[src/design/ipv4_tcp_ingress_header_checker_unit_macros.svh]
// ----------------------------------------------------------------------------
// IPv4/TCP ingress header checker assertion macros
// Concurrent assertion shorthands; empty when SYNTHESIS is defined.
// ----------------------------------------------------------------------------
`ifndef IPV4_TCP_INGRESS_HEADER_CHECKER_UNIT_MACROS_SVH
`define IPV4_TCP_INGRESS_HEADER_CHECKER_UNIT_MACROS_SVH

`ifndef SYNTHESIS

// same-cycle implication
`define ITHC_ASSERT_IMPL(label, clk, rst_n, ante, cons) \
  label: assert property (@(posedge clk) disable iff (!rst_n) (ante) |-> (cons)) \
    else $error("ithc assertion failed");

// next-cycle implication
`define ITHC_ASSERT_NEXT(label, clk, rst_n, ante, cons) \
  label: assert property (@(posedge clk) disable iff (!rst_n) (ante) |=> (cons)) \
    else $error("ithc assertion failed");

`else

`define ITHC_ASSERT_IMPL(label, clk, rst_n, ante, cons)
`define ITHC_ASSERT_NEXT(label, clk, rst_n, ante, cons)

`endif

`endif

[src/design/ithc_pkg.sv]
// ----------------------------------------------------------------------------
// ithc_pkg
// Shared types and constants of the IPv4/TCP ingress header checker.
// ----------------------------------------------------------------------------
package ithc_pkg;

  // result status codes
  typedef enum logic [1:0] {
    ST_OK          = 2'd0,
    ST_BAD_CSUM    = 2'd1,
    ST_TTL_EXPIRED = 2'd2,
    ST_MALFORMED   = 2'd3
  } status_t;

  localparam logic [15:0] SUM_ALL_ONES = 16'hffff;
  localparam logic [15:0] IDX_SAT      = 16'hffff;
  localparam logic [3:0]  IHL_MIN      = 4'd5;
  localparam logic [5:0]  FLAG_MASK    = 6'h3f;
  localparam logic [15:0] TCP_MIN_SPAN = 16'd14;

  // queue between parser and result stage
  localparam int QDEPTH = 2;
  localparam int QPTR_W = (QDEPTH > 1) ? $clog2(QDEPTH) : 1;
  localparam int QCNT_W = $clog2(QDEPTH + 1);

  typedef struct packed {
    logic [7:0] packet_byte;
    logic       last_byte;
  } in_item_t;

  typedef struct packed {
    status_t     status;
    logic [7:0]  ttl_left;
    logic [31:0] seq_number;
    logic [31:0] ack_number;
    logic [6:0]  header_bytes;
    logic [5:0]  tcp_flags;
    logic [15:0] total_length;
  } out_item_t;

  // per-packet record handed from parser to result stage
  typedef struct packed {
    logic        malformed;
    logic        sum_ok;
    logic [3:0]  ip_words;
    logic [3:0]  tcp_words;
    logic [7:0]  ttl;
    logic [31:0] seq;
    logic [31:0] ack;
    logic [5:0]  flags;
    logic [15:0] length;
  } rec_t;

  typedef struct packed {
    logic full;
    logic empty;
  } q_stat_t;

endpackage

[src/design/ithc_front.sv]
// ----------------------------------------------------------------------------
// ithc_front
// Byte parser: counts bytes, sums the IP header, captures header fields and
// pushes one record per packet on the last byte.
// ----------------------------------------------------------------------------
module ithc_front (
  input  logic              clk,
  input  logic              rst_n,
  input  logic              acc,
  input  ithc_pkg::in_item_t in_item,
  output logic              push,
  output ithc_pkg::rec_t    push_rec
);

  logic [15:0] idx_r, idx_nxt;
  logic [15:0] sum_r, sum_nxt;
  logic [7:0]  hold_r, hold_nxt;
  logic [3:0]  ihl_r, ihl_nxt;
  logic [7:0]  ttl_r, ttl_nxt;
  logic [15:0] len_r, len_nxt;
  logic [31:0] seq_r, seq_nxt;
  logic [31:0] ack_r, ack_nxt;
  logic [3:0]  tcpw_r, tcpw_nxt;
  logic [5:0]  flags_r, flags_nxt;

  logic [7:0]  b;
  logic [5:0]  hdr;
  logic        in_hdr;
  logic [15:0] rel;
  logic [16:0] sum_wide;
  logic [15:0] sum_fold;

  assign b = in_item.packet_byte;

  // field capture for the current byte
  always_comb begin
    ihl_nxt   = (idx_r == 16'd0) ? b[3:0] : ihl_r;
    hdr       = {ihl_nxt, 2'b00};
    in_hdr    = idx_r < {10'd0, hdr};
    rel       = idx_r - {10'd0, hdr};
    sum_wide  = {1'b0, sum_r} + {1'b0, hold_r, b};
    sum_fold  = sum_wide[16] ? (sum_wide[15:0] + 16'd1) : sum_wide[15:0];

    hold_nxt  = hold_r;
    sum_nxt   = sum_r;
    len_nxt   = len_r;
    ttl_nxt   = ttl_r;
    seq_nxt   = seq_r;
    ack_nxt   = ack_r;
    tcpw_nxt  = tcpw_r;
    flags_nxt = flags_r;

    // ones'-complement sum over header words
    if (in_hdr) begin
      if (!idx_r[0]) begin
        hold_nxt = b;
      end else begin
        sum_nxt = sum_fold;
      end
    end

    if (idx_r == 16'd2) begin
      len_nxt = {b, len_r[7:0]};
    end else if (idx_r == 16'd3) begin
      len_nxt = {len_r[15:8], b};
    end else if (idx_r == 16'd8) begin
      ttl_nxt = b;
    end

    // TCP header fields, offset from end of IP header
    if (!in_hdr) begin
      if (rel >= 16'd4 && rel <= 16'd7) begin
        seq_nxt = {seq_r[23:0], b};
      end else if (rel >= 16'd8 && rel <= 16'd11) begin
        ack_nxt = {ack_r[23:0], b};
      end else if (rel == 16'd12) begin
        tcpw_nxt = b[7:4];
      end else if (rel == 16'd13) begin
        flags_nxt = b[5:0] & ithc_pkg::FLAG_MASK;
      end
    end

    idx_nxt = (idx_r != ithc_pkg::IDX_SAT) ? (idx_r + 16'd1) : idx_r;
  end

  // record for the result stage
  always_comb begin
    push               = acc && in_item.last_byte;
    push_rec.malformed = (ihl_nxt < ithc_pkg::IHL_MIN) ||
                         (idx_nxt < ({10'd0, hdr} + ithc_pkg::TCP_MIN_SPAN));
    push_rec.sum_ok    = (sum_nxt == ithc_pkg::SUM_ALL_ONES);
    push_rec.ip_words  = ihl_nxt;
    push_rec.tcp_words = tcpw_nxt;
    push_rec.ttl       = ttl_nxt;
    push_rec.seq       = seq_nxt;
    push_rec.ack       = ack_nxt;
    push_rec.flags     = flags_nxt;
    push_rec.length    = len_nxt;
  end

  // parse state; cleared after every last byte
  always_ff @(posedge clk) begin
    if (!rst_n || (acc && in_item.last_byte)) begin
      idx_r   <= '0;
      sum_r   <= '0;
      hold_r  <= '0;
      ihl_r   <= '0;
      ttl_r   <= '0;
      len_r   <= '0;
      seq_r   <= '0;
      ack_r   <= '0;
      tcpw_r  <= '0;
      flags_r <= '0;
    end else if (acc) begin
      idx_r   <= idx_nxt;
      sum_r   <= sum_nxt;
      hold_r  <= hold_nxt;
      ihl_r   <= ihl_nxt;
      ttl_r   <= ttl_nxt;
      len_r   <= len_nxt;
      seq_r   <= seq_nxt;
      ack_r   <= ack_nxt;
      tcpw_r  <= tcpw_nxt;
      flags_r <= flags_nxt;
    end
  end

endmodule

[src/design/ithc_queue.sv]
// ----------------------------------------------------------------------------
// ithc_queue
// Short FIFO of packet records between the parser and the result stage.
// ----------------------------------------------------------------------------
module ithc_queue (
  input  logic               clk,
  input  logic               rst_n,
  input  logic               push,
  input  ithc_pkg::rec_t     push_rec,
  input  logic               pop,
  output ithc_pkg::rec_t     pop_rec,
  output ithc_pkg::q_stat_t  stat
);

  ithc_pkg::rec_t mem_r [ithc_pkg::QDEPTH];

  logic [ithc_pkg::QPTR_W-1:0] wr_ptr_r, wr_ptr_nxt;
  logic [ithc_pkg::QPTR_W-1:0] rd_ptr_r, rd_ptr_nxt;
  logic [ithc_pkg::QCNT_W-1:0] cnt_r, cnt_nxt;

  localparam logic [ithc_pkg::QPTR_W-1:0] PTR_LAST = ithc_pkg::QPTR_W'(ithc_pkg::QDEPTH - 1);
  localparam logic [ithc_pkg::QCNT_W-1:0] CNT_FULL = ithc_pkg::QCNT_W'(ithc_pkg::QDEPTH);

  assign stat.full  = (cnt_r == CNT_FULL);
  assign stat.empty = (cnt_r == '0);
  assign pop_rec    = mem_r[rd_ptr_r];

  // pointer and count update
  always_comb begin
    wr_ptr_nxt = wr_ptr_r;
    rd_ptr_nxt = rd_ptr_r;
    cnt_nxt    = cnt_r;
    if (push) begin
      wr_ptr_nxt = (wr_ptr_r == PTR_LAST) ? '0 : wr_ptr_r + 1'b1;
    end
    if (pop) begin
      rd_ptr_nxt = (rd_ptr_r == PTR_LAST) ? '0 : rd_ptr_r + 1'b1;
    end
    unique case ({push, pop})
      2'b10:   cnt_nxt = cnt_r + 1'b1;
      2'b01:   cnt_nxt = cnt_r - 1'b1;
      default: cnt_nxt = cnt_r;
    endcase
  end

  always_ff @(posedge clk) begin
    if (!rst_n) begin
      wr_ptr_r <= '0;
      rd_ptr_r <= '0;
      cnt_r    <= '0;
    end else begin
      wr_ptr_r <= wr_ptr_nxt;
      rd_ptr_r <= rd_ptr_nxt;
      cnt_r    <= cnt_nxt;
    end
  end

  // storage
  always_ff @(posedge clk) begin
    if (push) begin
      mem_r[wr_ptr_r] <= push_rec;
    end
  end

endmodule

[src/design/ithc_back.sv]
// ----------------------------------------------------------------------------
// ithc_back
// Result stage: turns a packet record into status and reported fields and
// holds the result in the output register.
// ----------------------------------------------------------------------------
module ithc_back (
  input  logic                clk,
  input  logic                rst_n,
  input  ithc_pkg::q_stat_t   stat,
  input  ithc_pkg::rec_t      rec,
  output logic                pop,
  output logic                out_valid,
  input  logic                out_stall,
  output ithc_pkg::out_item_t out_item
);

  logic                valid_r, valid_nxt;
  ithc_pkg::out_item_t res_r, res_nxt;
  logic [4:0]          words_sum;

  assign pop       = !stat.empty && (!valid_r || !out_stall);
  assign out_valid = valid_r;
  assign out_item  = res_r;

  // status priority: malformed, checksum, ttl
  always_comb begin
    words_sum = {1'b0, rec.ip_words} + {1'b0, rec.tcp_words};
    res_nxt   = '0;
    if (rec.malformed) begin
      res_nxt.status = ithc_pkg::ST_MALFORMED;
    end else begin
      priority if (!rec.sum_ok) begin
        res_nxt.status = ithc_pkg::ST_BAD_CSUM;
      end else if (rec.ttl <= 8'd1) begin
        res_nxt.status = ithc_pkg::ST_TTL_EXPIRED;
      end else begin
        res_nxt.status = ithc_pkg::ST_OK;
      end
      res_nxt.ttl_left     = rec.ttl - 8'd1;
      res_nxt.seq_number   = rec.seq;
      res_nxt.ack_number   = rec.ack;
      res_nxt.header_bytes = {words_sum, 2'b00};
      res_nxt.tcp_flags    = rec.flags;
      res_nxt.total_length = rec.length;
    end
  end

  // output valid
  always_comb begin
    if (pop) begin
      valid_nxt = 1'b1;
    end else if (out_stall) begin
      valid_nxt = valid_r;
    end else begin
      valid_nxt = 1'b0;
    end
  end

  always_ff @(posedge clk) begin
    if (!rst_n) begin
      valid_r <= 1'b0;
    end else begin
      valid_r <= valid_nxt;
    end
  end

  always_ff @(posedge clk) begin
    if (pop) begin
      res_r <= res_nxt;
    end
  end

endmodule

[src/design/ipv4_tcp_ingress_header_checker_unit.sv]
// ----------------------------------------------------------------------------
// ipv4_tcp_ingress_header_checker_unit
// Byte-serial IPv4 header checksum check and TCP header field extraction.
// ----------------------------------------------------------------------------
// Throughput: one byte per cycle; one result per packet on its last byte.
// Result path: when the last byte is accepted its record is written to the
//   record queue, then popped into the output register (out_valid).
// Input stalls only when the two-entry record queue is full.
// Reset (synchronous, rst_n low) clears the parse state, queue and out_valid.
`include "ipv4_tcp_ingress_header_checker_unit_macros.svh"

module ipv4_tcp_ingress_header_checker_unit (
  input  logic                clk,
  input  logic                rst_n,
  input  logic                in_valid,
  output logic                in_stall,
  input  ithc_pkg::in_item_t  in_item,
  output logic                out_valid,
  input  logic                out_stall,
  output ithc_pkg::out_item_t out_item
);

  logic              acc;
  logic              push;
  logic              pop;
  ithc_pkg::rec_t    push_rec;
  ithc_pkg::rec_t    pop_rec;
  ithc_pkg::q_stat_t q_stat;

  assign in_stall = q_stat.full;
  assign acc      = in_valid && !q_stat.full;

  ithc_front u_front (
    .clk      (clk),
    .rst_n    (rst_n),
    .acc      (acc),
    .in_item  (in_item),
    .push     (push),
    .push_rec (push_rec)
  );

  ithc_queue u_queue (
    .clk      (clk),
    .rst_n    (rst_n),
    .push     (push),
    .push_rec (push_rec),
    .pop      (pop),
    .pop_rec  (pop_rec),
    .stat     (q_stat)
  );

  ithc_back u_back (
    .clk       (clk),
    .rst_n     (rst_n),
    .stat      (q_stat),
    .rec       (pop_rec),
    .pop       (pop),
    .out_valid (out_valid),
    .out_stall (out_stall),
    .out_item  (out_item)
  );

  // a packet end always leaves a record queued
  `ITHC_ASSERT_NEXT(a_push_queued, clk, rst_n, push, !q_stat.empty)
  // results are only taken from a filled queue
  `ITHC_ASSERT_IMPL(a_pop_nonempty, clk, rst_n, pop, !q_stat.empty)
  // a malformed result reports zero fields
  `ITHC_ASSERT_IMPL(a_malformed_zero, clk, rst_n,
    out_valid && (out_item.status == ithc_pkg::ST_MALFORMED),
    (out_item.ttl_left == 8'd0) && (out_item.seq_number == 32'd0) &&
    (out_item.header_bytes == 7'd0) && (out_item.total_length == 16'd0))

endmodule
[config.mk]
export PLATFORM = sky130hd
export DESIGN_NAME = ipv4_tcp_ingress_header_checker_unit
export DESIGN_NICKNAME = d
export VERILOG_FILES = /design/src/design/ithc_pkg.sv /design/src/design/ithc_front.sv /design/src/design/ithc_queue.sv /design/src/design/ithc_back.sv /design/src/design/ipv4_tcp_ingress_header_checker_unit.sv
export VERILOG_INCLUDE_DIRS = /design/src /design/src/design
export SDC_FILE = /design/constraint.sdc
export NUM_CORES = 1
export LEC_CHECK = 0
export BUFFER_PORTS_ARGS = -buffer_cell sky130_fd_sc_hd__buf_2
export CAP_MARGIN = 20
export CORE_MARGIN = 2
export CORE_UTILIZATION = 45
export CTS_BUF_LIST = sky130_fd_sc_hd__clkbuf_4 sky130_fd_sc_hd__clkbuf_8 sky130_fd_sc_hd__clkbuf_16
export DETAILED_ROUTE_END_ITERATION = 12
export GPL_TIMING_DRIVEN = 0
export PLACE_DENSITY = 0.61
export SKIP_CTS_REPAIR_TIMING = 1
export SLEW_MARGIN = 20
export SYNTH_ARGS = -nofsm -noshare
export SYNTH_HDL_FRONTEND = slang
export SYNTH_SLANG_ARGS = --single-unit
[constraint.sdc]
create_clock -name clk -period 7.4 [get_ports clk]
set_input_delay 0.37 -clock clk [delete_from_list [all_inputs] [get_ports clk]]
set_output_delay 0.37 -clock clk [all_outputs]
set_load 0.05 [all_outputs]
== Word-level counts from Yosys, hierarchy flattened ==
Memory sizes are Yosys's and may differ from the RTL's. A register that Yosys moved wholly into a read port is not among the register bits.
Cells that the tools add are included.
Word-level totals
  input bits: 13
  RAM bits: 208
  bits in registers: 250
  memories: 1
Cells by class
  magnitude comparators: 8
  bitwise operators: 2
  eq/ne operators: 11
  muxes and demuxes: 35
  add/sub/neg operators: 11
  reductions and logical operators: 18
Memories
  u_queue.mem_r: depth 2, width 104, rd ports 1, clocked after Yosys merged registers in 1, write ports 1, RTL line ithc_queue.sv:15  | ithc_pkg::rec_t mem_r [ithc_pkg::QDEPTH];
Operators with widths (count)
  32-bit two-way mux: 5
  16-bit two-way mux: 5
  16-bit by 4-bit equality test with 1-bit output (second input constant): 3
  16-bit by 1-bit adder with 16-bit output (second input constant): 2
  16-bit by 2-bit equality test with 1-bit output (second input constant): 2
  8-bit two-way mux: 4
  6-bit two-way mux: 5
  4-bit two-way mux: 5
  16-bit by 16-bit adder with 17-bit output: 1
  16-bit equality test (second input constant): 1
  16-bit by 3-bit >= comparator with 1-bit output (second input constant): 1
  16-bit by 4-bit >= comparator with 1-bit output (second input constant): 1
  16-bit by 3-bit <= comparator with 1-bit output (second input constant): 1
  16-bit by 4-bit <= comparator with 1-bit output (second input constant): 1
  16-bit logical NOT: 1
  16-bit less-than comparator: 1
  16-bit by 6-bit less-than comparator with 1-bit output: 1
  16-bit != test (second input constant): 1
  16-bit by 6-bit subtractor with 16-bit output: 1
  8-bit by 1-bit <= comparator with 1-bit output (second input constant): 1
  1-bit two-way mux: 8
  8-bit by 1-bit subtractor with 8-bit output (second input constant): 1
  6-bit by 4-bit adder with 7-bit output (second input constant): 1
  4-bit by 4-bit adder with 5-bit output: 1
  other kinds (17): 31

== Depth between registers and ports, before layout ==
  depth in word-level cells: 9
  gate-level depth with buffers: 21

== Cells and area by module ==
Synthesis repeated with hierarchy kept, for this count alone.
Unflattened totals
  cells, all modules: 1644
  area total of the unflattened synthesis: 20756.2 um^2
Modules (own cells, without submodules)
  ithc_front: seq. area each 2842.7 um^2, area each 8760.9 um^2, instances 1, cells each 1040
  ithc_queue: seq. area each 6346.1 um^2, area each 7962.6 um^2, instances 1, cells each 346
  ithc_back: seq. area each 3052.9 um^2, area each 4018.9 um^2, instances 1, cells each 257
  ipv4_tcp_ingress_header_checker_unit: seq. area each 0.0 um^2, area each 13.8 um^2, instances 1, cells each 1

== Least setup slack after synthesis ==
No wires, ideal clock.
  path kind: register to register
  from: reg u_back.valid_r (netlist: u_back.out_valid)
  to: reg u_queue.cnt_r[1] in the netlist's numbering
  setup slack: 0.450 ns
  arrival: 6.874 ns
  required time: 7.324 ns
  library setup time: 0.076 ns
  buffers on the path: 0
  cell stages (with the launch flop): 5
  clock period less this slack: 6.950 ns
  cells stage by stage: dfxtp_1 a21oi_1 ha_1 or3_1 a21boi_0
Between the ends
  cells in the longest elaborated chain, start to end: 5
  elaborated cells on any way between the ends: 7
  those cells by class: eq/ne (2); mux (1); reduce/logical (4)
RTL lines
  from (decl): RTL line ithc_back.sv:17  | logic valid_r, valid_nxt;
  from (signal assigned): RTL line ithc_back.sv:63  | valid_r <= valid_nxt;
  1-bit logical NOT (*): RTL line ithc_back.sv:21  | assign pop = !stat.empty && (!valid_r || !out_stall);
  1-bit logical OR (*): RTL line ithc_back.sv:21
  1-bit logical AND (*): RTL line ithc_back.sv:21
  via pop: RTL line ipv4_tcp_ingress_header_checker_unit.sv:25  | logic pop;
  2-bit by 1-bit equality test with 1-bit output / 2-bit equality test (equally long branches): RTL line ithc_queue.sv:39  | unique case ({push, pop})
  2-bit one-hot mux with 2 select lines / 2-bit nonzero test (equally long branches)
  to (signal assigned): RTL line ithc_queue.sv:54  | cnt_r <= cnt_nxt;
  to (decl): RTL line ithc_queue.sv:19  | logic [ithc_pkg::QCNT_W-1:0] cnt_r, cnt_nxt;
The timed path passes the listed nets; every way through them passes the cells marked *.
A chain may end at the register's enable or synchronous reset.

==> reports/qor.yml <==
status: "finished, final reports clean"
diodes: 0
num_vias: 13150
nNetsFinal: 1870
holdPathEnd: "u_queue.wr_ptr_r$_SDFFE_PN0P_"
grt_max_degree: 39
worst_pin_slew_ns: 1.047
syn_avg_cell_area_um2: 12.38
max-slew-margin-rel: 0.3023
drive_gt1_frac: 0.1964
p_leak_nw: 8.571
period_minus_slack_ns: 5.166
synth_seq_cells: 457
fp-row-count: 77
grt_pass1_vias: 12970
reg2regPathDepth: 18
fin_skew_ns: 0.007268
first_pass_iters: 5
ys_dominant_reg_cell: "edfxtp_1"
drt_wl_total_um: 47710
crit_type: "flop to flop"
syn_to_final_growth_pct: 15.57
port_buffers: 115
synth_top_area_cell: "edfxtp_1"
cts.sinks: 457
core_area_um2: 44410
synth_warnings: 0
critPathLaunchType: "flop"
ctsRootBufferMaster: "clkbuf_16"
cts-buffers-inserted: 48
hp-start: "rst_n"
post_drt_wl_per_cell_um: 19.47
grt_setup_unrepaired: "no"
power_mw: 7.839
hold_viol: 0
rr_startpoint: "u_front.idx_r[11]$_SDFFE_PP0P_"
hold_slack_ns: 0.08102
drv_cap: 0
worstPathMaxFanout: 10
finalCritPeriodShare: 0.6980
setup_ws_ns: 2.234
grt_pass1_wl_um: 73530
hold_depth: 2
post_synth_num_cell_types: 76
hpwl_um: 33610
seq_area_um2: 12240
overflow: 0
initial_utilization: 0.4578
setup.worst_path.end_class: "flop"
grtUsageTotal: 0.2033
critical_path_arrival_ns: 5.48
synth.cell_area_um2: 20330
ys_async_sr_fraction: 0
cts_buffer_depth: 3
cts_max_level: 2
utilization: 0.5291
synth_seq_area_share: 0.6021
dp_slack_ns: 2.283
clk_pin_slew_worst_paths_ns: 0.06
multi_input_area_um2: 7610
pin_count: 118
drt_iter0_markers: 795
gp_congestion: 0.8896
hold_path_class: "input port to flop"
die_w_um: 216.6
synthTopCellsByArea: "edfxtp_1 46%, dfxtp_1 15%, mux2i_1 9.3%"
syn-instance-count: 1643
synth_top_area_frac: 0.4563
clk_latency_ns: 0.58
fmax_mhz: 193.6
r2r_slack_ns: 2.23
vias_per_cell: 5.365
critPathRequiredTime_ns: 7.72
ant_nets: 0
die_h_um: 216.6
slew_violations: 0
cts_tree: "done"
grt_antenna_before_repair: 1
r2r_end: "u_queue.mem_r[1][79]$_DFFE_PP_"
fill_cells: 3794
dieArea_um2: 46900
power-per-cell-area_nw_per_um2: 333.6
synth_edf_count: 309
ir_worst_vdd_mv: 0.3330
finalSetupViolations: 0
setup-tns-final_ns: 0
drc: 0
worst max-delay path, stage by stage, from the launching register on:
cell,delay (ns)
dfxtp_1,0.29
buf_2,0.16
nor4_2,0.31
and2_1,0.18
buf_2,0.18
and3_1,0.22
nand2_1,0.11
mux2i_1,0.47
inv_1,0.19
ha_1,0.22
inv_1,0.08
ha_1,0.17
o21ai_0,0.20
a211oi_2,0.47
nor2_1,0.14
a311o_1,0.36
o211ai_2,0.39
buf_2,0.35
mux2_2,0.41
power by group:
part | switching, mW | leakage (nW) | internal [mW] | total (mW)
combinational | 1.60 | 3.67 | 0.558 | 2.16
sequential | 0.115 | 4.12 | 3.15 | 3.27
clock | 0.993 | 0.785 | 1.42 | 2.42
total | 2.71 | 8.57 | 5.13 | 7.84
layer usage:
layer / GRT usage / routed length (um) / vias to the layer above
met2: 0.3403 / 23150 / 335
li1: - / - / 6334
met4: 0.07785 / 1475 / 0
met5: 0 / 0 / -
met1: 0.2689 / 21070 / 6396
met3: 0.02751 / 2007 / 80
area by class of cell:
cell class              instances  area share
well taps                     592     0.03152
clock inverters                27     0.01060
inverters                      20    0.003195
multi-input cells            1073      0.3238
clock buffers                  62     0.05713
flip-flops and latches        457      0.5210
plain buffers                  94     0.01848
repair buffers                125     0.03429
worst max path at each step:
| stage | depth (start not counted) | slack, ns | start | endpoint |
|---|---|---|---|---|
| 2_1_floorplan | 4 | 0.45 | u_back.out_valid$_SDFFE_PN0P_ | u_queue.cnt_r[1]$_SDFFE_PN0P_ |
| 3_3_place_gp | 5 | -1.91 | out_stall | u_queue.cnt_r[1]$_SDFFE_PN0P_ |
| 3_5_place_dp | 18 | 2.28 | u_front.idx_r[11]$_SDFFE_PP0P_ | u_queue.mem_r[0][77]$_DFFE_PP_ |
| 4_1_cts | 18 | 2.25 | u_front.idx_r[11]$_SDFFE_PP0P_ | u_queue.mem_r[1][79]$_DFFE_PP_ |
| 5_1_grt | 18 | 2.00 | u_front.idx_r[11]$_SDFFE_PP0P_ | u_queue.mem_r[0][79]$_DFFE_PP_ |
| 6_report | 18 | 2.23 | u_front.idx_r[11]$_SDFFE_PP0P_ | u_queue.mem_r[1][79]$_DFFE_PP_ |
sequential cells by signal, indices dropped and copies added (netlist names), 4 cells and up, named ones only:
name / cells
u_queue.mem_r: 208
u_back.out_item: 101
u_front.ack_r: 32
u_front.seq_r: 32
u_front.idx_r: 16
u_front.len_r: 16
u_front.sum_r: 16
u_front.hold_r: 8
u_front.ttl_r: 8
u_front.flags_r: 6
u_front.ihl_r: 4
u_front.tcpw_r: 4
cells in the final DEF (no fill, tap or decap), types with 35 or more instances in the layout:
cell       synthesis  final
edfxtp_1         309    309
nor2_1           208    207
mux2i_1          189    189
nand2_1          151    151
dfxtp_1          148    148
buf_2              8    123
mux2_2           108    108
clkbuf_1          60     60
a21oi_1           52     51
clkbuf_16          0     49
ha_1              36     36
nor3_1            35     35
logic make-up (layout without fill, tap and decap cells):
kind of cell             count (synthesis)  count (layout)  synth area share
adder cells (fa/ha/maj)                 39              39           0.02468
buffers and inverters                  114             328           0.02504
multiplexers                           298             298            0.1536
AO/OA/AOI/OAI                          157             157           0.05114
flip-flops                             457             457            0.6021
XOR/XNOR                                50              50           0.02228
other                                    1               2         0.0001844
AND/OR/NAND/NOR                        527             527            0.1210
stage by stage:
stage	std cells	instance area, um2
2_1_floorplan	1644	20340
3_3_place_gp	2351	21650
3_5_place_dp	2361	21910
4_1_cts	2450	23500
5_1_grt	2450	23500
6_report	2450	23500
synthesized netlist by cell type, types with 4 or more instances:
master and number:
edfxtp_1 309, nor2_1 208, mux2i_1 189, nand2_1 151, dfxtp_1 148, mux2_2 108, clkbuf_1 60, a21oi_1 52
ha_1 36, nor3_1 35, o21ai_0 30, xnor2_1 30, nand3_1 24, inv_1 20, xor2_1 19, and3_1 16
nand4_1 15, buf_1 12, a211oi_1 11, and2_1 10, a21o_1 9, buf_4 9, nor2b_1 9, buf_2 8
o211ai_1 8, nor3b_1 7, or3_1 7, buf_6 5, nand2b_1 5, nand4b_1 5, nor4_1 5, o21a_1 5
a31oi_1 4, and4_1 4, nand3b_1 4, nor4b_1 4, o31ai_1 4
Note: power is estimated with default switching activity, not from simulation.
